## src/hw/rtl/oaht_pkg.sv

```systemverilog
package oaht_pkg;

  localparam int unsigned KEY_BITS = 32;
  localparam int unsigned DATA_BITS = 32;
  localparam int unsigned COUNT_BITS = 11;

  localparam logic [KEY_BITS-1:0] RESET_EMPTY_KEY = 32'hFFFF_FFFF;
  localparam logic [3:0] RESET_SIZE_LOG2 = 4'd10;
  localparam logic [COUNT_BITS-1:0] COUNT_MAX = 11'd2047;

  localparam logic [1:0] OP_GET = 2'd0;
  localparam logic [1:0] OP_PUT = 2'd1;
  localparam logic [1:0] OP_DEL = 2'd2;

  localparam logic [1:0] ST_OK = 2'd0;
  localparam logic [1:0] ST_MISS = 2'd1;
  localparam logic [1:0] ST_FULL = 2'd2;

  localparam logic REG_SIZE_LOG2 = 1'b0;
  localparam logic REG_EMPTY_KEY = 1'b1;

  typedef struct packed {
    logic [1:0]           opcode;
    logic [KEY_BITS-1:0]  key;
    logic [DATA_BITS-1:0] value;
  } oaht_in_t;

  typedef struct packed {
    logic [1:0]            status;
    logic [DATA_BITS-1:0]  read_value;
    logic [COUNT_BITS-1:0] entry_count;
  } oaht_out_t;

  typedef struct packed {
    logic       clear_step;
    logic       load;
    logic       set_st;
    logic [1:0] st_val;
    logic       cap_val;
    logic       write_slot;
    logic       write_empty;
    logic       count_inc;
    logic       count_dec;
    logic       swap;
    logic       advance;
    logic       start_scan;
    logic       out_load;
  } dp_cmd_t;

  typedef struct packed {
    logic [1:0] in_op;
    logic [1:0] cur_op;
    logic       in_key_empty;
    logic       hit;
    logic       slot_empty;
    logic       foreign;
    logic       probe_last;
    logic       round_last;
    logic       clear_last;
    logic       out_free;
  } dp_stat_t;

endpackage

```

## src/hw/rtl/oaht_ctrl.sv

```systemverilog
module oaht_ctrl (
  input  logic               clk,
  input  logic               rst_n,
  input  logic               in_valid,
  output logic               in_ready,
  input  oaht_pkg::dp_stat_t stat,
  output oaht_pkg::dp_cmd_t  cmd
);
  import oaht_pkg::*;

  typedef enum logic [3:0] {
    S_CLEAR, S_IDLE, S_PFIND, S_CFIND, S_PHOME, S_CHOME, S_PSCAN, S_CSCAN, S_DONE
  } state_t;

  state_t state_r;
  state_t state_nxt;

  assign in_ready = (state_r == S_IDLE);

  always_comb begin
    cmd = '0;
    state_nxt = state_r;
    unique case (state_r)
      S_CLEAR: begin
        cmd.clear_step = 1'b1;
        if (stat.clear_last) state_nxt = S_IDLE;
      end
      S_IDLE: begin
        if (in_valid) begin
          cmd.load = 1'b1;
          cmd.set_st = 1'b1;
          cmd.st_val = ST_MISS;
          priority if (stat.in_key_empty) begin
            if (stat.in_op == OP_PUT) cmd.st_val = ST_FULL;
            state_nxt = S_DONE;
          end else if (stat.in_op == OP_GET || stat.in_op == OP_DEL) begin
            state_nxt = S_PFIND;
          end else if (stat.in_op == OP_PUT) begin
            state_nxt = S_PHOME;
          end else begin
            state_nxt = S_DONE;
          end
        end
      end
      S_PFIND: state_nxt = S_CFIND;
      S_CFIND: begin
        priority if (stat.hit) begin
          cmd.set_st = 1'b1;
          cmd.st_val = ST_OK;
          cmd.cap_val = 1'b1;
          if (stat.cur_op == OP_DEL) begin
            cmd.write_empty = 1'b1;
            cmd.count_dec = 1'b1;
          end
          state_nxt = S_DONE;
        end else if (stat.probe_last) begin
          state_nxt = S_DONE;
        end else begin
          cmd.advance = 1'b1;
          state_nxt = S_PFIND;
        end
      end
      S_PHOME: state_nxt = S_CHOME;
      S_CHOME: begin
        priority if (stat.slot_empty) begin
          cmd.write_slot = 1'b1;
          cmd.count_inc = 1'b1;
          cmd.set_st = 1'b1;
          cmd.st_val = ST_OK;
          state_nxt = S_DONE;
        end else if (stat.foreign) begin
          cmd.write_slot = 1'b1;
          cmd.swap = 1'b1;
          if (stat.round_last) begin
            cmd.set_st = 1'b1;
            cmd.st_val = ST_FULL;
            state_nxt = S_DONE;
          end else begin
            state_nxt = S_PHOME;
          end
        end else begin
          cmd.start_scan = 1'b1;
          state_nxt = S_PSCAN;
        end
      end
      S_PSCAN: state_nxt = S_CSCAN;
      S_CSCAN: begin
        priority if (stat.slot_empty) begin
          cmd.write_slot = 1'b1;
          cmd.count_inc = 1'b1;
          cmd.set_st = 1'b1;
          cmd.st_val = ST_OK;
          state_nxt = S_DONE;
        end else if (stat.probe_last) begin
          cmd.set_st = 1'b1;
          cmd.st_val = ST_FULL;
          state_nxt = S_DONE;
        end else begin
          cmd.advance = 1'b1;
          state_nxt = S_PSCAN;
        end
      end
      S_DONE: begin
        if (stat.out_free) begin
          cmd.out_load = 1'b1;
          state_nxt = S_IDLE;
        end
      end
      default: state_nxt = S_IDLE;
    endcase
  end

  always_ff @(posedge clk) begin
    if (!rst_n) begin
      state_r <= S_CLEAR;
    end else begin
      state_r <= state_nxt;
    end
  end

`ifndef ASSERT_OFF
  a_adv_not_last: assert property (@(posedge clk) disable iff (!rst_n)
    cmd.advance |-> !stat.probe_last)
    else $error("probe walked past one pass");
  a_swap_home: assert property (@(posedge clk) disable iff (!rst_n)
    cmd.swap && !stat.round_last |=> state_r == S_PHOME)
    else $error("displaced entry not re-homed");
  a_accept_leaves_idle: assert property (@(posedge clk) disable iff (!rst_n)
    (in_valid && in_ready) |=> state_r != S_IDLE)
    else $error("accepted beat not processed");
`endif

endmodule

```

## config.mk

```make
export PLATFORM = sky130hd
export DESIGN_NAME = oaht_ctrl
export DESIGN_NICKNAME = d
export VERILOG_FILES = /design/src/hw/rtl/oaht_pkg.sv /design/src/hw/rtl/oaht_ctrl.sv
export SDC_FILE = /design/constraint.sdc
export NUM_CORES = 1
export LEC_CHECK = 0
export BUFFER_PORTS_ARGS = -buffer_cell sky130_fd_sc_hd__buf_2
export CAP_MARGIN = 20
export CORE_MARGIN = 2
export CORE_UTILIZATION = 34
export DETAILED_ROUTE_END_ITERATION = 12
export GPL_ROUTABILITY_DRIVEN = 0
export PLACE_DENSITY = 0.7
export SYNTH_ARGS = -nofsm -noshare
export SYNTH_HDL_FRONTEND = slang
export SYNTH_SLANG_ARGS = --single-unit
export TNS_END_PERCENT = 20
```

## constraint.sdc

```tcl
create_clock -name clk -period 1.9 [get_ports clk]
set_clock_uncertainty 0.15 [all_clocks]
set_input_delay 0.38 -clock clk [delete_from_list [all_inputs] [get_ports clk]]
set_output_delay 0.38 -clock clk [all_outputs]
set_load 0.01 [all_outputs]
```

==> Implementation_results.wiki <==
{| class="wikitable"
! Metric !! Value
|-
| Outcome || finished clean
|-
| Clock buffer count from CTS || 3
|-
| Register bit total from synthesis || 4
|-
| Hold-critical path depth || 3
|-
| Count of final setup violators || 0
|-
| Worst skew pair latency || 230 ps
|-
| Routed via count divided by cell count || 5.29
|-
| Core ar. || ~1300 um2
|-
| Count of maximum capacitance violations || 0
|-
| Die height || 40.8 um
|-
| Sw Pwr || 72.5 uW
|-
| DRT iter0 DRCs || 9
|-
| Clk pin slew, worst setup/hold paths || 40 ps
|-
| Synthesized Nets || 78
|-
| Vias in the first global route || approximately 460
|-
| Data arrival time of the critical path || 1330 ps
|-
| Endpoint required time on the critical path || 1370 ps
|-
| GRT Residual Overflow || 0
|-
| Worst setup slack after layout || 41.0 ps
|-
| Total half-perimeter wirelength after legalization and detailed placement || a little under 1000 um
|-
| Worst max-slew margin expressed relative to the limit || between 80 and 90%
|-
| Timing-limited maximum frequency || approximately 0.54 GHz
|-
| Post-detailed-routing wire length || 1280 um
|-
| Longest Clk Path Bufs || 2
|-
| Count of standard-cell rows || 13
|-
| Final hold violation count || 0
|-
| Max FFs per register || 4
|-
| Sequential group share of total power || between 30 and 40%
|-
| Top flop regs || state_r x4
|-
| Worst VDD drop || ~190 uV
|-
| Proportion of power drawn by the clock network || 37.0%
|-
| Peak fanout along the critical path || 7
|-
| Total clock sinks || 4
|-
| Area enclosed by the die boundary || about 1700 um2
|-
| Clock tree root driver cell || clkbuf_4
|-
| Antenna violations before repair || 0
|-
| Count of unique library cells instantiated by Yosys || 30
|-
| Final net count || 116
|-
| Worst-Margin Slew || 272 ps
|-
| Maximum number of pins on one net before global-route repair || 13
|-
| Total vias in the final route || 603
|-
| Number of nets with antenna violations after routing || 0
|-
| Sort of element at the end of the critical path || primary output
|-
| Antenna cells || 0
|-
| Cells after synthesis || 63
|-
| Worst setup timing slack at the placement stage || 103 ps
|-
| Fill cell instance count of the final layout || 120
|-
| Yosys warning count || 0
|-
| Reg-to-reg slack, setup || roughly 500 ps
|-
| Wire length of the first global-routing pass || 1780 um
|-
| DR DRC count || 0
|-
| Min cycle time layout || 1860 ps
|-
| Fraction of the yosys area taken by sequential cells || around 17%
|-
| TritonCTS clock tree || done
|-
| # hold bufs at CTS || 0
|-
| Overall fraction of global-route tracks in use || between 10% and 20%
|-
| Setup repair after global routing missed its margin || true
|-
| P per Cell Area || approximately 380 nW/um2
|-
| Category of the most critical setup path || reg -> out
|-
| Fraction of the cycle the final worst path needs || 97.8%
|-
| R2R depth || 5
|-
| Avg WL per Cell || ~11 um
|-
| Footprint of the flip-flops and latches || roughly 90 um2
|-
| Layout cells sized above 1 || 50.5%
|-
| Number of placed I/O pins || 30
|-
| Leakage power summed over all cells || around 0.00036 uW
|-
| Max-slew violations || 0
|-
| # H-tree levels || 1
|-
| Combinational power share || 29.3%
|-
| Area of combinational cells with multiple inputs || about 340 um2
|-
| Detailed-routing iteration count for the pre-antenna-repair pass || 4
|-
| Post-synthesis instance area || 459 um2
|-
| Most flops, register || state_r
|-
| Internal portion of total power || 195 uW
|-
| Post-Synthesis Mean Instance Area || 7.29 um2
|-
| Worst Setup Start Kind || flip-flop
|-
| Tightest Hold Check Type || in -> reg
|-
| Worst hold-check slack || 249 ps
|-
| Fraction of power spent switching nets || 27.1%
|-
| Initial standard-cell utilization of the core || about 36%
|-
| Die extent in x || slightly above 40 um
|-
| Number of buffers added on ports || 29
|-
| Area Growth Syn to Fin || 51.5%
|}
[cells in the final DEF (no fill, tap or decap), types with 2 or more instances in the layout]
master    instances
nor3b_2           2
nand3b_1          4
dfxtp_4           2
inv_1             6
buf_2            29
a21oi_1           4
dfxtp_2           2
nor2b_1           3
nand2b_1          2
nor2_1            8
buf_4             7
nand2_1           3
nor3_1            3
a211oi_1          2
clkbuf_4          3
o21ai_0           3
[timing repair]
action,in CTS,in global routing
resized for setup,5,6
hold endpoints to repair,0,0
pin swaps,0,3
setup endpoints to repair,8,7
setup buffers,0,6
[critical path, cell delays in order (launching register included)]
cell and delay (ps):
dfxtp_4 370, nand3b_1 170, a21boi_1 140, o32ai_1 260
buf_2 170
[layer usage]
layer | up-vias | routed length (um) | global-route usage, %
li1 | 308 | - | -
met1 | 275 | 530 | 18.5
met2 | 18 | 671 | 30.2
met3 | 2 | 73 | 1.63
met4 | 0 | 8 | 2.50
met5 | - | 0 | 0
[through the flow]
step / cells / TNS [ps] / area [um2] / utilization, % / power [uW]
3_5_place_dp: 105 / 0 / 611 / 47.5 / 168
5_1_grt: 114 / -115 / 696 / 54.1 / 289
6_report: 114 / 0 / 696 / 54.1 / 267
2_1_floorplan: 63 / 0 / 459 / - / 131
3_3_place_gp: 105 / 0 / 611 / 47.5 / 167
4_1_cts: 108 / -9.95 / 643 / 50.0 / 271
[synth_stat cells]
cell type,number,area [um2]
nand2_1,4,15.0
nor3b_1,1,7.51
o41a_1,1,11.3
nor2_1,8,30.0
dfxtp_1,4,80.1
and4b_1,1,10.0
and4bb_2,1,12.5
a21oi_2,1,8.76
nor4b_4,1,23.8
nor3b_2,1,12.5
and3_1,1,6.26
nand3b_1,4,30.0
buf_4,2,15.0
a211o_1,1,8.76
a211oi_1,2,15.0
inv_1,6,22.5
nor4b_1,1,8.76
nor4b_2,1,15.0
nand4_1,1,6.26
a21o_1,1,7.51
a21oi_1,4,20.0
a21boi_0,1,7.51
nor2b_1,3,18.8
nor3_1,3,15.0
nand2b_1,2,12.5
o21ai_0,3,15.0
nand3_1,1,5.00
o21ai_1,1,5.00
o32ai_1,1,8.76
buf_2,1,5.00
[logic make-up after synthesis]
family          share of synthesized area, %
simple gates                            49.9
flops                                   17.4
buf+inv                                 9.26
compound gates                          23.4
[power groups by stage]
| stage | combinational (uW) | sequential [uW] | clock, uW |
|---|---|---|---|
| 6_report | 78.2 | 90.2 | 98.7 |
| 5_1_grt | 87.6 | 90.3 | 111 |
| 4_1_cts | 74.9 | 92.8 | 103 |
| 3_5_place_dp | 74.3 | 93.5 | 0 |
| 3_3_place_gp | 73.8 | 93.4 | 0 |
| 2_1_floorplan | 39.3 | 91.7 | 0 |
[final timing paths]
kind                    from         end
setup reg to reg  state_r[1]  state_r[1]
setup / recovery  state_r[1]     cmd[10]
hold / removal         rst_n  state_r[3]
hold reg to reg   state_r[2]  state_r[0]
[layout make-up]
type,instances,share of cell area [%]
Multi-Input combinational cell,50,49.5
Timing Repair Buffer,36,28.4
Clock buffer,3,3.24
Sequential cell,4,12.9
Tap cell,15,2.70
Inverter,6,3.24
Note: power is estimated with default switching activity, not from simulation.
